===== src/rtl/core/assert_macros.svh =====
// Assertion macros shared by the battery fault monitor RTL.
// Each macro checks on the rising edge of clk and is disabled while rst is high.
`ifndef ASSERT_MACROS_SVH
`define ASSERT_MACROS_SVH

// Same-cycle implication.
`define ASSERT_IMPLIES(label, ante, cons, msg) \
  label: assert property (@(posedge clk) disable iff (rst) (ante) |-> (cons)) \
    else $error(msg);

// Implication whose consequent is checked in the next cycle.
`define ASSERT_NEXT(label, ante, cons, msg) \
  label: assert property (@(posedge clk) disable iff (rst) (ante) |=> (cons)) \
    else $error(msg);

`endif


===== src/rtl/core/bfm_pkg.sv =====
// Package for the battery fault monitor: widths, register indexes, reset values and types.
// Used by bfm_eval and battery_fault_monitor_unit; depends on nothing else.
package bfm_pkg;

  localparam int SKIP_TICKS_DEF      = 10;
  localparam int OT_TICKS_DEF        = 2;
  localparam int WARN_UNDER_TEMP_DEF = 0;
  localparam int WARN_OVER_MA_DEF    = 150000;

  localparam int MV_W        = 16;
  localparam int TEMP_W      = 12;
  localparam int CUR_W       = 22;
  localparam int MA_W        = 21;
  localparam int FLAG_W      = 5;
  localparam int STARTUP_W   = 4;
  localparam int OT_CNT_W    = 2;
  localparam int CFG_ADDR_W  = 3;
  localparam int CFG_DATA_W  = 21;
  localparam int IN_TDATA_W  = 80;
  localparam int OUT_TDATA_W = 16;

  localparam int FLAG_UV = 0;
  localparam int FLAG_OV = 1;
  localparam int FLAG_UT = 2;
  localparam int FLAG_OT = 3;
  localparam int FLAG_OC = 4;

  localparam logic [MV_W-1:0]          WARN_UNDER_MV_RST  = 16'd3000;
  localparam logic [MV_W-1:0]          WARN_OVER_MV_RST   = 16'd4150;
  localparam logic signed [TEMP_W-1:0] WARN_OVER_TEMP_RST = 12'sd500;
  localparam logic [MV_W-1:0]          ERR_UNDER_MV_RST   = 16'd2800;
  localparam logic [MV_W-1:0]          ERR_OVER_MV_RST    = 16'd4250;
  localparam logic signed [TEMP_W-1:0] ERR_UNDER_TEMP_RST = -12'sd200;
  localparam logic signed [TEMP_W-1:0] ERR_OVER_TEMP_RST  = 12'sd600;
  localparam logic [MA_W-1:0]          ERR_OVER_MA_RST    = 21'd200000;

  typedef enum logic [CFG_ADDR_W-1:0] {
    REG_WARN_UNDER_MV  = 3'd0,
    REG_WARN_OVER_MV   = 3'd1,
    REG_WARN_OVER_TEMP = 3'd2,
    REG_ERR_UNDER_MV   = 3'd3,
    REG_ERR_OVER_MV    = 3'd4,
    REG_ERR_UNDER_TEMP = 3'd5,
    REG_ERR_OVER_TEMP  = 3'd6,
    REG_ERR_OVER_MA    = 3'd7
  } cfg_reg_t;

  typedef struct packed {
    logic [MV_W-1:0]          warn_under_mv;
    logic [MV_W-1:0]          warn_over_mv;
    logic signed [TEMP_W-1:0] warn_over_temp;
    logic [MV_W-1:0]          err_under_mv;
    logic [MV_W-1:0]          err_over_mv;
    logic signed [TEMP_W-1:0] err_under_temp;
    logic signed [TEMP_W-1:0] err_over_temp;
    logic [MA_W-1:0]          err_over_ma;
  } cfg_t;

  typedef struct packed {
    logic [MV_W-1:0]          min_cell_mv;
    logic [MV_W-1:0]          max_cell_mv;
    logic signed [TEMP_W-1:0] min_temp;
    logic signed [TEMP_W-1:0] max_temp;
    logic signed [CUR_W-1:0]  pack_current_ma;
  } sample_t;

  typedef struct packed {
    logic [STARTUP_W-1:0] startup_ticks;
    logic [OT_CNT_W-1:0]  over_temp_ticks;
    logic [FLAG_W-1:0]    error_latch;
  } mon_state_t;

  typedef struct packed {
    logic [FLAG_W-1:0] warning_bits;
    logic              any_warning;
    logic [FLAG_W-1:0] error_bits;
    logic              any_error;
    logic              relay_closed;
    logic              blanking;
  } result_t;

endpackage


===== src/rtl/core/bfm_eval.sv =====
// Per-tick evaluation: threshold compares, blanking, overtemperature count and error latch update.
// Purely combinational; uses types and constants from bfm_pkg.
module bfm_eval import bfm_pkg::*; #(
  parameter int SKIP_TICKS      = SKIP_TICKS_DEF,
  parameter int OT_TICKS        = OT_TICKS_DEF,
  parameter int WARN_UNDER_TEMP = WARN_UNDER_TEMP_DEF,
  parameter int WARN_OVER_MA    = WARN_OVER_MA_DEF
) (
  input  sample_t    sample,
  input  cfg_t       cfg,
  input  mon_state_t state,
  output mon_state_t state_next,
  output result_t    res
);

  logic [CUR_W-1:0]    mag;
  logic [FLAG_W-1:0]   warn;
  logic [FLAG_W-1:0]   err_hit;
  logic                blank;
  logic                ot_hit;
  logic [OT_CNT_W-1:0] ot_next;

  // The magnitude of the most negative current still fits as an unsigned value.
  assign mag = sample.pack_current_ma[CUR_W-1] ? (~sample.pack_current_ma + 1'b1)
                                               : sample.pack_current_ma;

  always_comb begin
    warn          = '0;
    warn[FLAG_UV] = sample.min_cell_mv < cfg.warn_under_mv;
    warn[FLAG_OV] = sample.max_cell_mv > cfg.warn_over_mv;
    warn[FLAG_UT] = $signed(sample.min_temp) < $signed(TEMP_W'(WARN_UNDER_TEMP));
    warn[FLAG_OT] = $signed(sample.max_temp) > $signed(cfg.warn_over_temp);
    warn[FLAG_OC] = mag > CUR_W'(WARN_OVER_MA);
  end

  assign blank  = state.startup_ticks <= STARTUP_W'(SKIP_TICKS);
  assign ot_hit = $signed(sample.max_temp) > $signed(cfg.err_over_temp);

  always_comb begin
    if (!ot_hit) begin
      ot_next = '0;
    end else if (state.over_temp_ticks < OT_CNT_W'(OT_TICKS)) begin
      ot_next = state.over_temp_ticks + 1'b1;
    end else begin
      ot_next = state.over_temp_ticks;
    end
  end

  always_comb begin
    err_hit          = '0;
    err_hit[FLAG_UV] = sample.min_cell_mv < cfg.err_under_mv;
    err_hit[FLAG_OV] = sample.max_cell_mv > cfg.err_over_mv;
    err_hit[FLAG_UT] = $signed(sample.min_temp) < $signed(cfg.err_under_temp);
    err_hit[FLAG_OT] = ot_next >= OT_CNT_W'(OT_TICKS);
    err_hit[FLAG_OC] = mag > {1'b0, cfg.err_over_ma};
  end

  always_comb begin
    state_next = state;
    if (blank) begin
      state_next.startup_ticks = state.startup_ticks + 1'b1;
    end else begin
      state_next.over_temp_ticks = ot_next;
      state_next.error_latch     = state.error_latch | err_hit;
    end
  end

  always_comb begin
    res.warning_bits = warn;
    res.any_warning  = |warn;
    res.error_bits   = state_next.error_latch;
    res.any_error    = |state_next.error_latch;
    res.relay_closed = !blank && !(|state_next.error_latch);
    res.blanking     = blank;
  end

endmodule


===== src/rtl/core/battery_fault_monitor_unit.sv =====
// Top level of the battery fault monitor: stream ports, input and result registers,
// configuration registers and monitor state. Depends on bfm_pkg, bfm_eval, assert_macros.svh.
//
//   channel | dir | handshake         | payload
//   s       | in  | s_tvalid/s_tready | s_tdata: one monitoring tick
//   m       | out | m_tvalid/m_tready | m_tdata: one status result per tick
//   cfg     | in  | cfg_we            | cfg_addr, cfg_data
//
// While m is not stalled, one tick is accepted per clock; its result is presented when it
// moves from the input register into the result register.
// A single evaluation stage lies between those two registers.
// Reset clears the valid flags, the monitor state and the thresholds to their defaults.
// A stall on m holds the result; the input register takes one more tick only if it is
// empty, and s_tready stays low after that until the result is taken.
`include "assert_macros.svh"

module battery_fault_monitor_unit import bfm_pkg::*; #(
  parameter int SKIP_TICKS      = SKIP_TICKS_DEF,
  parameter int OT_TICKS        = OT_TICKS_DEF,
  parameter int WARN_UNDER_TEMP = WARN_UNDER_TEMP_DEF,
  parameter int WARN_OVER_MA    = WARN_OVER_MA_DEF
) (
  input  logic                   clk,
  input  logic                   rst,
  input  logic                   s_tvalid,
  output logic                   s_tready,
  // min_cell_mv, max_cell_mv, min_temp, max_temp, pack_current_ma, zero pad
  input  logic [IN_TDATA_W-1:0]  s_tdata,
  output logic                   m_tvalid,
  input  logic                   m_tready,
  // warning_bits, any_warning, error_bits, any_error, relay_closed, blanking, zero pad
  output logic [OUT_TDATA_W-1:0] m_tdata,
  input  logic                   cfg_we,
  input  logic [CFG_ADDR_W-1:0]  cfg_addr,
  input  logic [CFG_DATA_W-1:0]  cfg_data
);

  logic       in_valid;
  sample_t    in_sample;
  sample_t    s_sample;
  logic       advance;
  cfg_t       cfg;
  mon_state_t state;
  mon_state_t state_next;
  result_t    res_next;
  result_t    res;

  assign s_sample.min_cell_mv     = s_tdata[15:0];
  assign s_sample.max_cell_mv     = s_tdata[31:16];
  assign s_sample.min_temp        = s_tdata[43:32];
  assign s_sample.max_temp        = s_tdata[55:44];
  assign s_sample.pack_current_ma = s_tdata[77:56];

  assign advance  = in_valid && (!m_tvalid || m_tready);
  assign s_tready = !in_valid || advance;

  always_ff @(posedge clk) begin
    if (rst) begin
      in_valid <= 1'b0;
    end else if (s_tready) begin
      in_valid <= s_tvalid;
    end
  end

  always_ff @(posedge clk) begin
    if (s_tvalid && s_tready) begin
      in_sample <= s_sample;
    end
  end

  always_ff @(posedge clk) begin
    if (rst) begin
      cfg.warn_under_mv  <= WARN_UNDER_MV_RST;
      cfg.warn_over_mv   <= WARN_OVER_MV_RST;
      cfg.warn_over_temp <= WARN_OVER_TEMP_RST;
      cfg.err_under_mv   <= ERR_UNDER_MV_RST;
      cfg.err_over_mv    <= ERR_OVER_MV_RST;
      cfg.err_under_temp <= ERR_UNDER_TEMP_RST;
      cfg.err_over_temp  <= ERR_OVER_TEMP_RST;
      cfg.err_over_ma    <= ERR_OVER_MA_RST;
    end else if (cfg_we) begin
      unique case (cfg_reg_t'(cfg_addr))
        REG_WARN_UNDER_MV:  cfg.warn_under_mv  <= cfg_data[MV_W-1:0];
        REG_WARN_OVER_MV:   cfg.warn_over_mv   <= cfg_data[MV_W-1:0];
        REG_WARN_OVER_TEMP: cfg.warn_over_temp <= cfg_data[TEMP_W-1:0];
        REG_ERR_UNDER_MV:   cfg.err_under_mv   <= cfg_data[MV_W-1:0];
        REG_ERR_OVER_MV:    cfg.err_over_mv    <= cfg_data[MV_W-1:0];
        REG_ERR_UNDER_TEMP: cfg.err_under_temp <= cfg_data[TEMP_W-1:0];
        REG_ERR_OVER_TEMP:  cfg.err_over_temp  <= cfg_data[TEMP_W-1:0];
        REG_ERR_OVER_MA:    cfg.err_over_ma    <= cfg_data[MA_W-1:0];
        default: ;
      endcase
    end
  end

  bfm_eval #(
    .SKIP_TICKS      (SKIP_TICKS),
    .OT_TICKS        (OT_TICKS),
    .WARN_UNDER_TEMP (WARN_UNDER_TEMP),
    .WARN_OVER_MA    (WARN_OVER_MA)
  ) u_eval (
    .sample     (in_sample),
    .cfg        (cfg),
    .state      (state),
    .state_next (state_next),
    .res        (res_next)
  );

  always_ff @(posedge clk) begin
    if (rst) begin
      state <= '0;
    end else if (advance) begin
      state <= state_next;
    end
  end

  always_ff @(posedge clk) begin
    if (rst) begin
      m_tvalid <= 1'b0;
    end else if (!m_tvalid || m_tready) begin
      m_tvalid <= in_valid;
    end
  end

  always_ff @(posedge clk) begin
    if (advance) begin
      res <= res_next;
    end
  end

  assign m_tdata = {2'b00, res.blanking, res.relay_closed, res.any_error, res.error_bits,
                    res.any_warning, res.warning_bits};

  `ASSERT_NEXT(a_latch_sticky, 1'b1,
    (state.error_latch & $past(state.error_latch)) == $past(state.error_latch),
    "latched error bit cleared without reset")
  `ASSERT_NEXT(a_state_hold, !advance, $stable(state),
    "monitor state changed without a request moving")
  `ASSERT_IMPLIES(a_blank_relay, m_tvalid && res.blanking, !res.relay_closed,
    "relay closed during blanking")
  `ASSERT_IMPLIES(a_startup_bound, 1'b1, state.startup_ticks <= STARTUP_W'(SKIP_TICKS + 1),
    "startup count ran past the blanking end")

endmodule


===== config.mk =====
export PLATFORM = sky130hd
export DESIGN_NAME = battery_fault_monitor_unit
export DESIGN_NICKNAME = d
export VERILOG_FILES = /design/src/rtl/core/bfm_pkg.sv /design/src/rtl/core/bfm_eval.sv /design/src/rtl/core/battery_fault_monitor_unit.sv
export VERILOG_INCLUDE_DIRS = /design/src /design/src/rtl/core
export SDC_FILE = /design/constraint.sdc
export NUM_CORES = 1
export LEC_CHECK = 0
export ABC_AREA = 0
export ABC_CLOCK_PERIOD_IN_PS = 6000
export BUFFER_PORTS_ARGS = -buffer_cell sky130_fd_sc_hd__buf_2
export CAP_MARGIN = 30
export CORE_MARGIN = 2
export CORE_UTILIZATION = 59
export DETAILED_ROUTE_END_ITERATION = 10
export GPL_ROUTABILITY_DRIVEN = 0
export PLACE_DENSITY_LB_ADDON = 0.2
export SETUP_SLACK_MARGIN = 0.1
export SYNTH_ARGS = -nofsm -noshare
export SYNTH_HDL_FRONTEND = slang
export SYNTH_SLANG_ARGS = --single-unit

===== constraint.sdc =====
create_clock -name clk -period 6 [get_ports clk]
set_input_delay 0.3 -clock clk [delete_from_list [all_inputs] [get_ports clk]]
set_output_delay 0.3 -clock clk [all_outputs]
set_load 0.02 [all_outputs]

# Word level (Yosys, flattened, before mapping)
# Index checks and enable logic that the tools add are counted.
[op_classes]
n_addsub = 3
n_lt_le_gt_ge = 13
eq_ne = 7
mux = 4
n_bitwise = 3
reduce_logical = 22
[op_table]
columns = ["operator", "count"]
rows = [
  ["16-bit > comparator", 2],
  ["16-bit < comparator", 2],
  ["12-bit > comparator", 2],
  ["22-bit by 1-bit adder with 22-bit output (second input constant)", 1],
  ["22-bit by 18-bit > comparator with 1-bit output (second input constant)", 1],
  ["22-bit by 21-bit > comparator with 1-bit output", 1],
  ["22-bit two-way mux", 1],
  ["22-bit inverter", 1],
  ["2-bit AND reduction", 10],
  ["3-bit == test (second input constant)", 4],
  ["12-bit by 1-bit < comparator with 1-bit output (second input constant)", 1],
  ["12-bit < comparator", 1],
  ["5-bit OR reduction", 2],
  ["3-bit by 2-bit == test with 1-bit output (second input constant)", 2],
  ["5-bit two-way mux", 1],
  ["5-bit OR", 1],
  ["4-bit by 1-bit adder with 4-bit output (second input constant)", 1],
  ["4-bit less-or-equal comparator (second input constant)", 1],
  ["1-bit logical NOT", 4],
  ["2-bit two-way mux", 2],
  ["3-bit by 1-bit == test with 1-bit output (second input constant)", 1],
  ["1-bit logical AND", 3],
  ["3-bit logical NOT", 1],
  ["2-bit by 1-bit adder with 2-bit output (second input constant)", 1],
  ["other kinds (4)", 5],
]
[word_totals]
regBits = 226
output_inout_bits = 18

# Longest topological paths before layout
[logic_depth]
word_depth = 9
mapped_depth = 17

# Hierarchy
# A second synthesis with hierarchy kept.
[hier_totals]
cells_unflattened = 1235
area_unflattened_um2 = 11697.5
[modules_own_cells]
columns = ["module", "n_inst", "cells_per_inst", "area_per_inst_um2", "seq_area_each_um2"]
rows = [
  ["battery_fault_monitor_unit", 1, 649, 7607.3, 5445.2],
  ["bfm_eval", 1, 586, 4090.2, 0.0],
]

# Least setup slack after synthesis
# OpenSTA, ideal clock, no wires.
[synth_timing]
path_type = "reg-to-reg"
start = "register in_sample[9] (netlist bit)"
end = "register res, in the netlist m_tdata[11], data pin"
t_arrival_ns = 3.960
t_required_ns = 5.728
setup_slack_ns = 1.768
path_stages_with_launch = 15
period_less_slack_ns = 4.232
cell_sequence = "edfxtp_1 -> or4_1 -> or3_1 -> or2_1 -> o21ai_0 -> xnor2_1 -> ha_1 -> nand4_1 -> nor4_1 -> a21oi_1 -> nand2b_1 -> a221oi_1 -> a2111o_1 -> or3_1 -> or4_1"
[synth_lines]
columns = ["element", "line", "rtl"]
rows = [
  ["start, declared", "battery_fault_monitor_unit.sv:39", "sample_t in_sample;"],
  ["start signal, assigned", "battery_fault_monitor_unit.sv:67", "in_sample <= s_sample;"],
  ["end signal, assigned", "battery_fault_monitor_unit.sv:127", "res <= res_next;"],
  ["end, declared", "battery_fault_monitor_unit.sv:46", "result_t res;"],
]

==> impl_metrics.json <==
{
  "status": "completed",
  "cp-start-kind": "flop",
  "fin_cells": 1686,
  "numCtsBuffers": 25,
  "firstDrtPassIters": 5,
  "hold_path.class": "in2reg",
  "placed_cells": 1555,
  "cts-root-buf": "clkbuf_16",
  "fin_worst_skew_ns": 0.0187,
  "p_total_mw": 3.61,
  "post-dp-hpwl_mm": 18.1,
  "powerDensity_nw_per_um2": 259,
  "io_buffers": 122,
  "fmax_mhz": 209,
  "synth_edf_count": 92,
  "area_growth_pct": 21.4,
  "max_cap_viol_count": 0,
  "whs_ns": 0.0241,
  "grt_pass1_vias": 8933,
  "drtAntennaViolNets": 0,
  "drt_iter0_markers": 496,
  "grt_remaining_overflow": 0,
  "syn_avg_cell_area_um2": 9.47,
  "post_cts_resized": 0,
  "worstSetupPathType": "reg2reg",
  "cts_post_setup_buffers_inserted": 0,
  "grt_pass1_wl_mm": 43.3,
  "drive_above_1_share_pct": 13.3,
  "die-height_um": 144,
  "cts.sinks": 226,
  "max-clock-path-buffers": 3,
  "vias": 9239,
  "nNetsFinal": 1630,
  "hold_viol": 0,
  "async_flop_share_pct": 0,
  "h-tree-depth": 1,
  "drt-wirelength-per-cell_um": 16.4,
  "maxSlewViolCount": 0,
  "setup_viol": 0,
  "initial_core_util_pct": 59.6,
  "clock_latency_ns": 0.53,
  "antenna_found_initial": 3,
  "synth_flop_cell": "dfxtp_1",
  "cp-end-kind": "flop",
  "rsz0062_at_grt": "no",
  "syn_area_um2": 11500,
  "fin_crit_sh_pct": 79.7,
  "final_core_util_pct": 72.4,
  "ys_seq_area_share_pct": 47.4,
  "synth_cells": 1214,
  "cp_max_fo": 6,
  "track_usage_pct": 26.7,
  "synth_cell_type_count": 65,
  "num_rows": 51,
  "fp.dieW_um": 144,
  "coreArea_um2": 19300,
  "vdd.ir_drop.worst_v": 0.000240,
  "drc_errors": 0,
  "drt_wl_total_mm": 27.6,
  "viasPerCell": 5.48,
  "cts_tree": "yes",
  "clk_pin_slew_ns": 0.06,
  "arrival_ns": 5.04,
  "holdBufCountCts": 80,
  "critPathRequiredTime_ns": 6.25,
  "worst_pin_slew_ns": 1.03,
  "grt_max_degree": 87,
  "ios": 127,
  "relSlewSlack_pct": 31.0,
  "tns_ns": 0,
  "finalCriticalPeriod_ns": 4.78,
  "yosys_warnings": 0,
  "synth-seq-cells": 226,
  "leakagePower_nw": 5.90,
  "dieArea_um2": 20600
}
-- routing by layer --
metal | vias to the layer above | track usage, % | share of wire, %
met1 | 4371 | 33.3 | 43
li1 | 4574 | - | -
met3 | 62 | 3.93 | 4.7
met2 | 232 | 46.7 | 49
met5 | - | 0 | 0
met4 | 0 | 10.5 | 3.5
-- critical path: stages (launching register included) --
cell and delay [ns]:
edfxtp_1 0.48, or4_1 0.65, or3_1 0.38, or2_1 0.33
o21ai_0 0.22, xnor2_1 0.10, ha_1 0.31, nand4_1 0.16
nor4_1 0.31, a21oi_1 0.13, nand2b_1 0.13, a221oi_1 0.05
a2111o_1 0.40, or3_1 0.45, or4_1 0.43
-- cells in the mapped netlist (12+ instances only) --
cell	count	area, um^2
a211o_1	34	298
a21o_1	37	278
a21oi_1	101	505
clkbuf_1	39	146
clkbuf_2	12	60.1
dfxtp_1	134	2680
edfxtp_1	92	2760
ha_1	122	1530
inv_1	133	499
nand2_1	189	709
nand2b_1	16	100
nand3b_1	13	97.6
nand4_1	24	150
nor2_1	74	278
nor2b_1	16	100
o21ai_0	19	95.1
or3_1	12	75.1
xnor2_1	16	140
-- logic make-up after synthesis --
kind of cell               share of synthesized area [%]
AOI/OAI and AO/OA                                   14.3
xor gates and xnor gates                            1.68
adders and majority gates                           13.3
buffers and inverters                               6.51
DFF                                                 47.4
muxes                                              0.631
other                                             0.0326
and+or+nand+nor                                     16.2
-- where the power goes --
part	internal, mW	total [mW]	switching, mW
logic	0.184	0.400	0.217
clock network	0.900	1.51	0.607
registers	1.66	1.70	0.0383
total	2.75	3.61	0.862
-- registers in the layout, summed over array words and instances (netlist names) --
register,flops
m_tdata,14
cfg,121
in_valid,1
m_tvalid,1
state,11
in_sample,78
-- layout make-up --
type                       instances  area (um^2)
sequential                       226         5450
timing repair buffer             215         1540
clock inverter                     4         25.0
tap                              265          332
fill                            1493         5320
inverter                         133          499
multi-input combinational        798         5320
clock buffer                      42          793
antenna                            3         7.51
-- worst paths after layout --
kind,startpoint,end,slack (ns),cells after the start
max reg2reg,in_sample[13],m_tdata[11],1.22,14
max,in_sample[13],m_tdata[11],1.22,14
min,cfg_data[20],cfg[20],0.02,3
min reg2reg,state[3],state[3],0.45,2
-- per-stage QoR --
stage | setup WS [ns] | instance area (um^2)
after floorplan | 1.77 | 11500
after global placement | 1.43 | 12300
after detailed placement | 1.29 | 12300
after CTS | 1.26 | 13900
after global routing | 0.997 | 14000
final | 1.22 | 14000
-- cells in the final DEF (no fill, tap or decap), types with 15 or more instances in the layout --
cell type and n:
nand2_1 189, dfxtp_1 134, inv_1 133, ha_1 122, buf_2 121, a21oi_1 101, edfxtp_1 92, dlygate4sd3_1 80
nor2_1 74, a21o_1 37, a211o_1 34, clkbuf_16 28, nand4_1 24, o21ai_0 19, nand2b_1 16, xnor2_1 16
nor2b_1 15
No activity file was read; power rests on OpenSTA's default activity.
